**src/rtl/assert_macros.svh**
```systemverilog
// ----------------------------------------------------------------------------
// Assertion macros
// Short forms for the clocked assertions used across the RTL.
// ----------------------------------------------------------------------------
`ifndef ASSERT_MACROS_SVH
`define ASSERT_MACROS_SVH

// The expression must hold at every clock edge outside reset.
`define ASSERT_ALWAYS(label, expr, msg) \
   label: assert property (@(posedge clock) disable iff (reset) (expr)) else $error(msg);

// When the antecedent holds, the consequent must hold in the same cycle.
`define ASSERT_IMPLIES(label, ante, cons, msg) \
   label: assert property (@(posedge clock) disable iff (reset) (ante) |-> (cons)) \
      else $error(msg);

// When the antecedent holds, the consequent must hold in the next cycle.
`define ASSERT_NEXT(label, ante, cons, msg) \
   label: assert property (@(posedge clock) disable iff (reset) (ante) |=> (cons)) \
      else $error(msg);

`endif

```
**src/rtl/ifd_pkg.sv**
```systemverilog
// ----------------------------------------------------------------------------
// ifd_pkg
// Command codes, line limits and the segment word shared by the drawing engine.
// ----------------------------------------------------------------------------
package ifd_pkg;

   // Command codes of the input word. Code 7 is unused and draws nothing.
   typedef enum logic [2:0] {
      ACT_CLEAR = 3'd0,
      ACT_SET   = 3'd1,
      ACT_BYTE  = 3'd2,
      ACT_HLINE = 3'd3,
      ACT_VLINE = 3'd4,
      ACT_RECT  = 3'd5,
      ACT_READ  = 3'd6
   } action_type;

   // Longest horizontal and vertical line drawn by one line command.
   localparam logic [7:0] HLINE_LIMIT = 8'd127;
   localparam logic [7:0] VLINE_LIMIT = 8'd32;

   // One run of pixels along a row or a column, handed from front to back.
   typedef struct packed {
      logic [7:0] x;
      logic [7:0] y;
      logic       vert;         // step down the column instead of along the row
      logic [7:0] count;        // pixels in the run, zero for an empty run
      logic       use_pattern;  // take each pixel value from the pattern byte
      logic       value;        // pixel value when no pattern is used
      logic [7:0] pattern;
      logic       is_read;      // byte read instead of a pixel write
      logic       last;         // final run of its command, yields the result
   } seg_type;

endpackage

```
**src/rtl/ifd_seg_fifo.sv**
```systemverilog
// ----------------------------------------------------------------------------
// ifd_seg_fifo
// Short queue of pixel runs between the command front end and the draw unit.
// ----------------------------------------------------------------------------
module ifd_seg_fifo import ifd_pkg::*; #(
   parameter int DEPTH = 4
) (
   input  logic    clock,
   input  logic    reset,
   input  logic    push,
   input  seg_type push_data,
   output logic    full,
   input  logic    pop,
   output seg_type pop_data,
   output logic    empty
);

   localparam int PTR_W = (DEPTH > 1) ? $clog2(DEPTH) : 1;
   localparam int CNT_W = $clog2(DEPTH + 1);

   seg_type            slot_ff [DEPTH];
   logic [PTR_W-1:0]   wr_ptr_ff, wr_ptr_in;
   logic [PTR_W-1:0]   rd_ptr_ff, rd_ptr_in;
   logic [CNT_W-1:0]   fill_ff, fill_in;

   assign full     = (fill_ff == CNT_W'(DEPTH));
   assign empty    = (fill_ff == '0);
   assign pop_data = slot_ff[rd_ptr_ff];

   // Pointer and fill count updates, with explicit wrap at the depth.
   always_comb begin
      wr_ptr_in = wr_ptr_ff;
      rd_ptr_in = rd_ptr_ff;
      fill_in   = fill_ff;
      if (push) begin
         wr_ptr_in = (wr_ptr_ff == PTR_W'(DEPTH - 1)) ? '0 : wr_ptr_ff + 1'b1;
      end
      if (pop) begin
         rd_ptr_in = (rd_ptr_ff == PTR_W'(DEPTH - 1)) ? '0 : rd_ptr_ff + 1'b1;
      end
      if (push && !pop) begin
         fill_in = fill_ff + 1'b1;
      end else if (pop && !push) begin
         fill_in = fill_ff - 1'b1;
      end
   end

   always_ff @(posedge clock) begin
      if (reset) begin
         wr_ptr_ff <= '0;
         rd_ptr_ff <= '0;
         fill_ff   <= '0;
      end else begin
         wr_ptr_ff <= wr_ptr_in;
         rd_ptr_ff <= rd_ptr_in;
         fill_ff   <= fill_in;
      end
   end

   // Storage slots need no reset.
   always_ff @(posedge clock) begin
      if (push) begin
         slot_ff[wr_ptr_ff] <= push_data;
      end
   end

endmodule

```
**config.mk**
```make
export PLATFORM = sky130hd
export DESIGN_NAME = ifd_seg_fifo
export DESIGN_NICKNAME = d
export VERILOG_FILES = /design/src/rtl/assert_macros.svh /design/src/rtl/ifd_pkg.sv /design/src/rtl/ifd_seg_fifo.sv
export SDC_FILE = /design/constraint.sdc
export NUM_CORES = 1
export LEC_CHECK = 0
export ABC_AREA = 0
export BUFFER_PORTS_ARGS = -buffer_cell sky130_fd_sc_hd__buf_2
export CAP_MARGIN = 20
export CORE_MARGIN = 2
export CORE_UTILIZATION = 35
export DETAILED_ROUTE_END_ITERATION = 10
export PLACE_DENSITY = 0.58
export SLEW_MARGIN = 25
export SYNTH_ARGS = -nofsm -noshare
export SYNTH_HDL_FRONTEND = slang
export SYNTH_SLANG_ARGS = --single-unit
```
**constraint.sdc**
```tcl
create_clock -name clock -period 2.82 [get_ports clock]
set_input_delay 0.282 -clock clock [delete_from_list [all_inputs] [get_ports clock]]
set_output_delay 0.282 -clock clock [all_outputs]
set_load 0.05 [all_outputs]
```
==> impl_metrics.ini <==
[clocking]
cts_buffers = 17
worstSkewPairLatency_ns = 0.42
cts.clk_slew.worst_paths_ns = 0.06
cts_resized = 0
cts.sinks = 157
clock-root-buffer = clkbuf_16
hold_buffers = 0
clockBufferDepth = 2
postCtsSetupRepairBufs = 0
cts_max_level = 4
cts_tree = done

[synthesis]
synth-edff-count = 148
ys_seq_area_share_pct = 79.2
synth_top_area_cell = edfxtp_1
synth_top_cells_by_area = edfxtp_1 (76%), mux4_2 (12%), mux4_1 (3.2%)
synth-simple-area-share_pct = 1.33
synth_warnings = 0
synth_fa_ha_area_share_pct = 1.63
syn_avg_cell_area_um2 = 24.6
syn-cell-area_um2 = 5840
synth_fp_nets = 285
ys_ff_latch = 157
post-synth-top-area-fraction_pct = 76.2
synthArstFlopShare_pct = 0
synth.most_common_cell = edfxtp_1
muxShareOfSynthArea_pct = 15.4
yosysUniqueCellTypes = 20
synthXorXnorAreaFrac_pct = 0.300
yosys-top-cells-count = edfxtp_1 (148), mux4_2 (30), dfxtp_1 (9)
synth_compound_area_share_pct = 0.257
syn_inst = 237
synthFlopType = edfxtp_1
synth_top_family_by_area = multiplexers

[timing]
min_period_ns = 2.32
fin_tns_setup_ns = 0
finalHoldViolations = 0
relSlewSlack_pct = 60.5
hold_ws_ns = 0.0801
fmax_mhz = 431
maxSlewViolCount = 0
tightest_slew_ns = 0.593
worst_slack_ns = 0.500
fin_crit_sh_pct = 82.3
rsz0062_at_grt = false
finalSetupViolCount = 0
finClkSkew_ns = 0.00780

[layout]
fillers = 1451
diodes = 0
layout-drive-gt1-share_pct = 43.3
final_core_util_pct = 43.0
nets = 385
stdcell_count = 569
fin_area_um2 = 7080
syn2layout_area_growth_pct = 21.3

[critical_path]
r2r-start = wr_ptr_ff[0]$_SDFFE_PP0P_
worst_setup_path_end_kind = output port
critPathLaunchType = flop
slowest_delay_ns = 0.71
regToRegSetupSlack_ns = 1.08
worst-path-stages = 3
critPathSlowestCell = dfxtp_2
cp.required_ns = 2.54
cp.arrival_ns = 2.04
reg2reg_depth = 4
crit_fanout = 19
path_delay_family = flip-flops
crit_buf_inv = 2
crit_path_end = pop_data[30]
r2r_end = slot_ff[2][4]$_DFFE_PP_
path_cells = buf_4 -> mux4_1 -> buf_2
crit_type = flop to output port

[place]
place_ws_ns = 0.874
routabilityCongestion = 0.637
place_area_um2 = 6520
port_buffers = 79
dp.cells = 538
dp_hpwl_um = 6490

[global_route]
antenna_found_initial = 1
grt-ovfl-total = 0
grtUsageTotal_pct = 13.0
grt_max_degree = 26
grt_pass1_wl_um = 16700
grt_pass1_vias = 2969

[min_path]
hp-class = input port to flop

[drt]
vias_per_cell = 4.73
drt.antenna.violating_nets = 0
dr.pass1.iters = 4
first_iter_violations = 150
vias = 2692
wl_per_cell_um = 19.0
routed_wl_um = 10800
remaining_drc_errors = 0

[pwr]
powerDensity_nw_per_um2 = 783
ir_drop_mv = 0.372
p_leak_nw = 2.43
finalPower_mw = 5.55

[die]
die_x_um = 133
die_area_um2 = 17700
die_y_um = 133
rows = 47
io_pins = 80
start_util_pct = 35.4
core_area_um2 = 16500

[outcome]
status = finished, final reports clean

[job]
max_cap_violations = 0
where the power goes:
| group | switching [mW] | internal [mW] | leakage [nW] |
|---|---|---|---|
| registers | 0.0403 | 2.67 | 1.43 |
| logic | 0.474 | 0.209 | 0.736 |
| clock network | 0.859 | 1.30 | 0.261 |
| total | 1.37 | 4.17 | 2.43 |
worst min path at each step:
stage                                        from                        to  slack (ns)  depth (start not counted)
after global routing                 push_data[9]   slot_ff[3][9]$_DFFE_PP_        0.06                          1
after global placement    fill_ff[2]$_SDFFE_PP0P_   fill_ff[2]$_SDFFE_PP0P_        0.48                          2
after detailed placement            push_data[16]  slot_ff[2][16]$_DFFE_PP_        0.50                          1
final                                push_data[2]   slot_ff[2][2]$_DFFE_PP_        0.08                          1
after CTS                            push_data[2]   slot_ff[2][2]$_DFFE_PP_        0.06                          1
after floorplan                             reset   fill_ff[2]$_SDFFE_PP0P_        0.35                          1
cell type report:
type / instances / area, µm² / area share (%)
clock buffers: 21 / 440 / 6.22
clock inverters: 10 / 118 / 1.66
inverters: 4 / 15.0 / 0.212
multi-input cells: 68 / 1110 / 15.7
flip-flops and latches: 157 / 4630 / 65.3
well taps: 220 / 275 / 3.89
repair buffers: 89 / 495 / 7.00
placed cells by master, fill, tap and decap left out, drive strengths merged:
master / instances
a21oi: 2
and2: 4
buf: 89
bufinv: 2
clkbuf: 21
clkinv: 4
clkinvlp: 3
dfxtp: 9
edfxtp: 148
fa: 1
ha: 6
inv: 5
mux2i: 4
mux4: 37
nor2: 7
nor3: 1
nor3b: 2
o21ai: 1
or3: 1
xor2: 2
routing by layer:
metal	vias up	wire (µm)	global-route usage, %	part of all wire, %
li1	1202	-	-	-
met1	1406	4750	16.0	44
met2	63	5390	21.5	50
met3	19	455	4.15	4.2
met4	2	201	5.32	1.9
met5	-	13	0	0.12
cells by family after synthesis:
kind of cell               count (synthesis)
DFF                                      157
muxes                                     41
and+or+nand+nor                           15
buffers and inverters                     12
adders and majority gates                  7
AOI/OAI and AO/OA                          3
xor gates and xnor gates                   2
flip-flops by register name, summed over array words and instances (netlist names), named ones only:
register   cells
fill_ff        3
rd_ptr_ff      2
slot_ff      148
wr_ptr_ff      2
(Power assumes the default switching activity.)
