## src/rtl/assert_macros.svh

```systemverilog
// ----------------------------------------------------------------------------
// Assertion macros
// Short forms for the clocked assertions used across the RTL.
// ----------------------------------------------------------------------------
`ifndef ASSERT_MACROS_SVH
`define ASSERT_MACROS_SVH

// The expression must hold at every clock edge outside reset.
`define ASSERT_ALWAYS(label, expr, msg) \
   label: assert property (@(posedge clock) disable iff (reset) (expr)) else $error(msg);

// When the antecedent holds, the consequent must hold in the same cycle.
`define ASSERT_IMPLIES(label, ante, cons, msg) \
   label: assert property (@(posedge clock) disable iff (reset) (ante) |-> (cons)) \
      else $error(msg);

// When the antecedent holds, the consequent must hold in the next cycle.
`define ASSERT_NEXT(label, ante, cons, msg) \
   label: assert property (@(posedge clock) disable iff (reset) (ante) |=> (cons)) \
      else $error(msg);

`endif

```

## src/rtl/ifd_pkg.sv

```systemverilog
// ----------------------------------------------------------------------------
// ifd_pkg
// Command codes, line limits and the segment word shared by the drawing engine.
// ----------------------------------------------------------------------------
package ifd_pkg;

   // Command codes of the input word. Code 7 is unused and draws nothing.
   typedef enum logic [2:0] {
      ACT_CLEAR = 3'd0,
      ACT_SET   = 3'd1,
      ACT_BYTE  = 3'd2,
      ACT_HLINE = 3'd3,
      ACT_VLINE = 3'd4,
      ACT_RECT  = 3'd5,
      ACT_READ  = 3'd6
   } action_type;

   // Longest horizontal and vertical line drawn by one line command.
   localparam logic [7:0] HLINE_LIMIT = 8'd127;
   localparam logic [7:0] VLINE_LIMIT = 8'd32;

   // One run of pixels along a row or a column, handed from front to back.
   typedef struct packed {
      logic [7:0] x;
      logic [7:0] y;
      logic       vert;         // step down the column instead of along the row
      logic [7:0] count;        // pixels in the run, zero for an empty run
      logic       use_pattern;  // take each pixel value from the pattern byte
      logic       value;        // pixel value when no pattern is used
      logic [7:0] pattern;
      logic       is_read;      // byte read instead of a pixel write
      logic       last;         // final run of its command, yields the result
   } seg_type;

endpackage

```

## src/rtl/ifd_front.sv

```systemverilog
// ----------------------------------------------------------------------------
// ifd_front
// Command front end: takes a command word and splits it into pixel runs.
// ----------------------------------------------------------------------------
module ifd_front import ifd_pkg::*; (
   input  logic       clock,
   input  logic       reset,
   input  logic       clear_busy,
   input  logic       req_valid,
   output logic       req_ready,
   input  logic [2:0] req_action,
   input  logic [7:0] req_x,
   input  logic [7:0] req_y,
   input  logic [7:0] req_x_end,
   input  logic [7:0] req_y_end,
   input  logic [7:0] req_run_length,
   input  logic [7:0] req_pixel_bits,
   output logic       seg_push,
   output seg_type    seg_data,
   input  logic       seg_full
);

   typedef enum logic [1:0] {
      FR_IDLE = 2'b01,
      FR_EMIT = 2'b10
   } front_state_type;

   // A rectangle outline is four runs: left, right, top, bottom.
   localparam logic [1:0] RECT_LAST_SIDE = 2'd3;

   front_state_type state_ff, state_in;
   logic [1:0]      side_ff, side_in;
   logic [2:0]      action_ff;
   logic [7:0]      x_ff, y_ff, x_end_ff, y_end_ff, len_ff, bits_ff;
   logic [7:0]      rect_w, rect_h;
   logic            accept;

   function automatic logic [7:0] clip(input logic [7:0] value, input logic [7:0] limit);
      clip = (value < limit) ? value : limit;
   endfunction

   assign req_ready = (state_ff == FR_IDLE) && !clear_busy;
   assign accept    = req_valid && req_ready;
   assign seg_push  = (state_ff == FR_EMIT) && !seg_full;

   // Rectangle sizes wrap modulo 256.
   assign rect_w = x_end_ff - x_ff + 8'd1;
   assign rect_h = y_end_ff - y_ff;

   // Build the run for the held command and the current rectangle side.
   always_comb begin
      seg_data       = '0;
      seg_data.x     = x_ff;
      seg_data.y     = y_ff;
      seg_data.value = 1'b1;
      seg_data.last  = 1'b1;
      case (action_ff)
         ACT_CLEAR, ACT_SET: begin
            seg_data.count = 8'd1;
            seg_data.value = (action_ff == ACT_SET);
         end
         ACT_BYTE: begin
            seg_data.vert        = 1'b1;
            seg_data.count       = 8'd8;
            seg_data.use_pattern = 1'b1;
            seg_data.pattern     = bits_ff;
         end
         ACT_HLINE: begin
            seg_data.count = clip(len_ff, HLINE_LIMIT);
         end
         ACT_VLINE: begin
            seg_data.vert  = 1'b1;
            seg_data.count = clip(len_ff, VLINE_LIMIT);
         end
         ACT_RECT: begin
            seg_data.last = (side_ff == RECT_LAST_SIDE);
            case (side_ff)
               2'd0: begin
                  seg_data.vert  = 1'b1;
                  seg_data.count = clip(rect_h, VLINE_LIMIT);
               end
               2'd1: begin
                  seg_data.x     = x_end_ff;
                  seg_data.vert  = 1'b1;
                  seg_data.count = clip(rect_h, VLINE_LIMIT);
               end
               2'd2: begin
                  seg_data.count = clip(rect_w, HLINE_LIMIT);
               end
               default: begin
                  seg_data.y     = y_end_ff;
                  seg_data.count = clip(rect_w, HLINE_LIMIT);
               end
            endcase
         end
         ACT_READ: begin
            seg_data.count   = 8'd1;
            seg_data.is_read = 1'b1;
         end
         default: begin
            // Unused code: an empty run that only produces the result.
            seg_data.count = 8'd0;
         end
      endcase
   end

   // Sequencer: hold one command and push its runs one per cycle unless the queue is full.
   always_comb begin
      state_in = state_ff;
      side_in  = side_ff;
      case (state_ff)
         FR_IDLE: begin
            if (accept) begin
               state_in = FR_EMIT;
               side_in  = 2'd0;
            end
         end
         FR_EMIT: begin
            if (seg_push) begin
               if (seg_data.last) begin
                  state_in = FR_IDLE;
               end else begin
                  side_in = side_ff + 2'd1;
               end
            end
         end
         default: begin
            state_in = FR_IDLE;
         end
      endcase
   end

   always_ff @(posedge clock) begin
      if (reset) begin
         state_ff <= FR_IDLE;
         side_ff  <= 2'd0;
      end else begin
         state_ff <= state_in;
         side_ff  <= side_in;
      end
   end

   // Command word registers.
   always_ff @(posedge clock) begin
      if (accept) begin
         action_ff <= req_action;
         x_ff      <= req_x;
         y_ff      <= req_y;
         x_end_ff  <= req_x_end;
         y_end_ff  <= req_y_end;
         len_ff    <= req_run_length;
         bits_ff   <= req_pixel_bits;
      end
   end

endmodule

```

## config.mk

```make
export PLATFORM = sky130hd
export DESIGN_NAME = ifd_front
export DESIGN_NICKNAME = d
export VERILOG_FILES = /design/src/rtl/assert_macros.svh /design/src/rtl/ifd_pkg.sv /design/src/rtl/ifd_front.sv
export SDC_FILE = /design/constraint.sdc
export NUM_CORES = 1
export LEC_CHECK = 0
export ABC_CLOCK_PERIOD_IN_PS = 3500
export BUFFER_PORTS_ARGS = -buffer_cell sky130_fd_sc_hd__buf_2
export CAP_MARGIN = 20
export CORE_MARGIN = 8
export CORE_UTILIZATION = 50
export CTS_BUF_LIST = sky130_fd_sc_hd__clkbuf_8 sky130_fd_sc_hd__clkbuf_16
export CTS_CLUSTER_SIZE = 12
export DETAILED_ROUTE_END_ITERATION = 6
export GPL_ROUTABILITY_DRIVEN = 0
export PLACE_DENSITY = 0.78
export SLEW_MARGIN = 0
export SYNTH_ARGS = -nofsm -noshare
export SYNTH_HDL_FRONTEND = slang
export SYNTH_SLANG_ARGS = --single-unit
```

## constraint.sdc

```tcl
create_clock -name clock -period 3.5 [get_ports clock]
set_input_delay 0.525 -clock clock [delete_from_list [all_inputs] [get_ports clock]]
set_output_delay 0.525 -clock clock [all_outputs]
set_load 0.1 [all_outputs]
```

==> flow_summary.ini <==
[drt]
route.detailed.drc = 0
routedWlPerCell_um = 16.3
routed_wl_mm = 7.17
via_count = 2354
dr.pass1.iters = 4
vias_per_cell = 5.34
drt_iter0_drc = 136
ant_nets = 0

[logic_synthesis]
yosys_register_bits = 55
syn_inst = 264
synthAdderAreaFrac_pct = 10.7
synth_simple_gate_area_share_pct = 11.2
synthesis.area_sq_mm = 0.00307
synthFlopType = edfxtp_1
synthMuxAreaShare_pct = 5.51
yosysWarnings = 0
synth_xor_area_share_pct = 3.43
ys_seq_area_share_pct = 52.6
yosysTopAreaCell = edfxtp_1
synth_top_family_by_area = compound AO/OA/AOI/OAI gates
synth_compound_area_share_pct = 12.5
synth_edf_count = 51
yosys.area.top_type_share_pct = 50.0
postSynthAreaPerCell_sq_um = 11.6
synth_area_leaders = edfxtp_1, ha_1, mux2_2
synthesis.nets = 345
synthArstFlopShare_pct = 0
synth.distinct_cells = 50

[clock_tree]
cts-buffers-inserted = 5
cts.htree.levels = 2
clk_pin_slew_ps = 100
clockBufferDepth = 2
clock-root-buffer = clkbuf_8
clkLatencyLatePin_ps = 310
cts_tree = yes
hold_buffers = 0
cts_sinks = 55

[timing]
fin_skew_ps = 7.98
max_freq_mhz = 272
period_needed_ps = 3670
slew_viol_final = 0
finalHoldViolCount = 0
worst_slew_pin_slew_ps = 731
setup_ws_ps = -175
setup_violations = 6
maxSlewHeadroom_pct = 51.2
rsz0062_at_grt = yes
period_share_pct = 105
hold_slack_ps = 381
fin_tns_setup_ps = -779

[critical_path]
cp.arrival_ps = 3150
cpPeakStageDelay_ps = 410
path_max_fanout = 3
cp.required_ps = 2970
critPathKind = reg2out
startpoint_type = register
crit_chain = ha_1 -> inv_2 -> ha_4 -> fa_2 -> a211oi_4 -> o21bai_1 -> a21oi_2 -> xor2_2 -> nand2b_1 -> a221o_1 -> buf_12
cp-end-kind = output pin
critPathSlowestCell = edfxtp_1

[floorplanning]
rows = 28
die-width_um = 94.3
start_util_pct = 51.8
coreArea_sq_mm = 0.00592
die_y_um = 94.3
io_pins = 95
die-area_sq_mm = 0.00889

[placed_design]
dp_hpwl_mm = 5.57
port-buffer-count = 93

[cells_and_area]
nFillCells = 479
antennaDiodeCount = 0
final_nets = 446
syn2layout_area_growth_pct = 27.3
final_common_cell = buf_2
final_layout_size_suffix_gt1_share_pct = 37.4
final_cell_mix = buf_2, edfxtp_1, inv_1, ha_1, nor2_1

[global_routing]
grt_use_total_pct = 15.7
overflow = 0
grt_antenna_before_repair = 0
grt_pass1_wl_mm = 11.1
first_global_vias = 2377
grt_max_degree = 36

[power_and_ir_drop]
finalPower_w = 0.00151
seqPwrFrac_pct = 50.8
p_sw_w = 0.000489
power_density_mw_per_mm2 = 387
clkPwrFrac_pct = 23.8
internal_power_w = 0.00102
combPwrFrac_pct = 25.4
p_leak_nw = 1.69
max-vdd-ir-drop_mv = 0.284
switching_share_pct = 32.4

[worst_hold_path]
hold_path.class = in2reg

[outcome]
status = complete, but fails checks
violations = negative setup slack

[run]
maxCapViolCount = 0
Yosys cell counts, types with 3 or more instances:
cell type	n
o21ai_0	14
mux2_2	15
nor2b_1	4
nand2_1	14
a21oi_1	16
edfxtp_1	51
nand4_1	3
a211o_1	3
nor3b_1	3
ha_1	23
inv_1	26
nand3_1	5
nor2_1	17
xnor2_1	5
xor2_1	7
and2_1	8
dfxtp_1	4
nor3_1	3
clkbuf_1	4
power groups by stage:
stage	logic (W)	registers, W	clock network [W]
3_5_place_dp	0.000352	0.000783	0
4_1_cts	0.000366	0.000768	0.000371
6_report	0.000383	0.000768	0.000360
5_1_grt	0.000408	0.000771	0.000390
2_1_floorplan	0.000267	0.000778	0
3_3_place_gp	0.000347	0.000780	0
per-layer routing:
| layer | track usage, % | vias to the layer above | share of wire [%] |
|---|---|---|---|
| met5 | 0 | - | 0 |
| met4 | 4.49 | 0 | 1.2 |
| met3 | 3.12 | 6 | 4.7 |
| met2 | 28.7 | 64 | 54 |
| met1 | 17.8 | 1114 | 40 |
| li1 | - | 1170 | - |
cell type report:
type / instances / area [sq um] / area share, %
clock buffer: 5 / 68.8 / 1.76
clock inverter: 3 / 23.8 / 0.609
inverter: 26 / 97.6 / 2.50
tap: 75 / 93.8 / 2.40
timing repair buffer: 99 / 616 / 15.8
sequential: 55 / 1610 / 41.3
multi-input combinational: 178 / 1390 / 35.7
repair_timing:
| item | CTS | global route |
|---|---|---|
| endpoints found under the setup margin | 6 | 6 |
| pin swaps | 11 | 5 |
| gates cloned | 0 | 0 |
| buffers inserted | 2 | 2 |
| gates resized for setup | 13 | 9 |
final timing paths:
kind	startpoint	end	slack, ps	cells past startpoint
max	x_ff[1]$_DFFE_PP_	seg_data[16]	-170	11
max reg2reg	state_ff[0]$_SDFFE_PP1P_	x_ff[1]$_DFFE_PP_	1540	4
min reg2reg	side_ff[1]$_SDFFE_PP0P_	side_ff[1]$_SDFFE_PP0P_	570	2
min	req_action[1]	action_ff[1]$_DFFE_PP_	380	1
worst max-delay path, delay by kind of cell, from the launching register on:
| family | cells | cell delay [ps] |
|---|---|---|
| AOI/OAI and AO/OA | 4 | 1010 |
| xor gates and xnor gates | 1 | 260 |
| adders and majority gates | 3 | 850 |
| buffers and inverters | 2 | 230 |
| DFF | 1 | 410 |
| and+or+nand+nor | 1 | 90 |
registers in the layout, indices dropped and copies added (netlist names):
signal	flops
action_ff	3
y_end_ff	8
bits_ff	8
x_ff	8
len_ff	8
side_ff	2
y_ff	8
x_end_ff	8
state_ff	2
per-stage QoR:
step,util [%],std cells,setup WS (ps),cell area [sq um]
final,65.9,441,-175,3900
after global routing,65.9,441,-290,3900
after CTS,64.9,439,-83.4,3840
after detailed placement,62.3,429,76.2,3690
after global placement,62.3,429,169,3690
after floorplan,-,264,168,3080
logic make-up after synthesis:
group / Yosys count
adders and majority gates: 25
DFF: 55
buffers and inverters: 31
xor gates and xnor gates: 12
muxes: 15
other: 1
and+or+nand+nor: 67
AOI/OAI and AO/OA: 58
(Power assumes the default switching activity.)
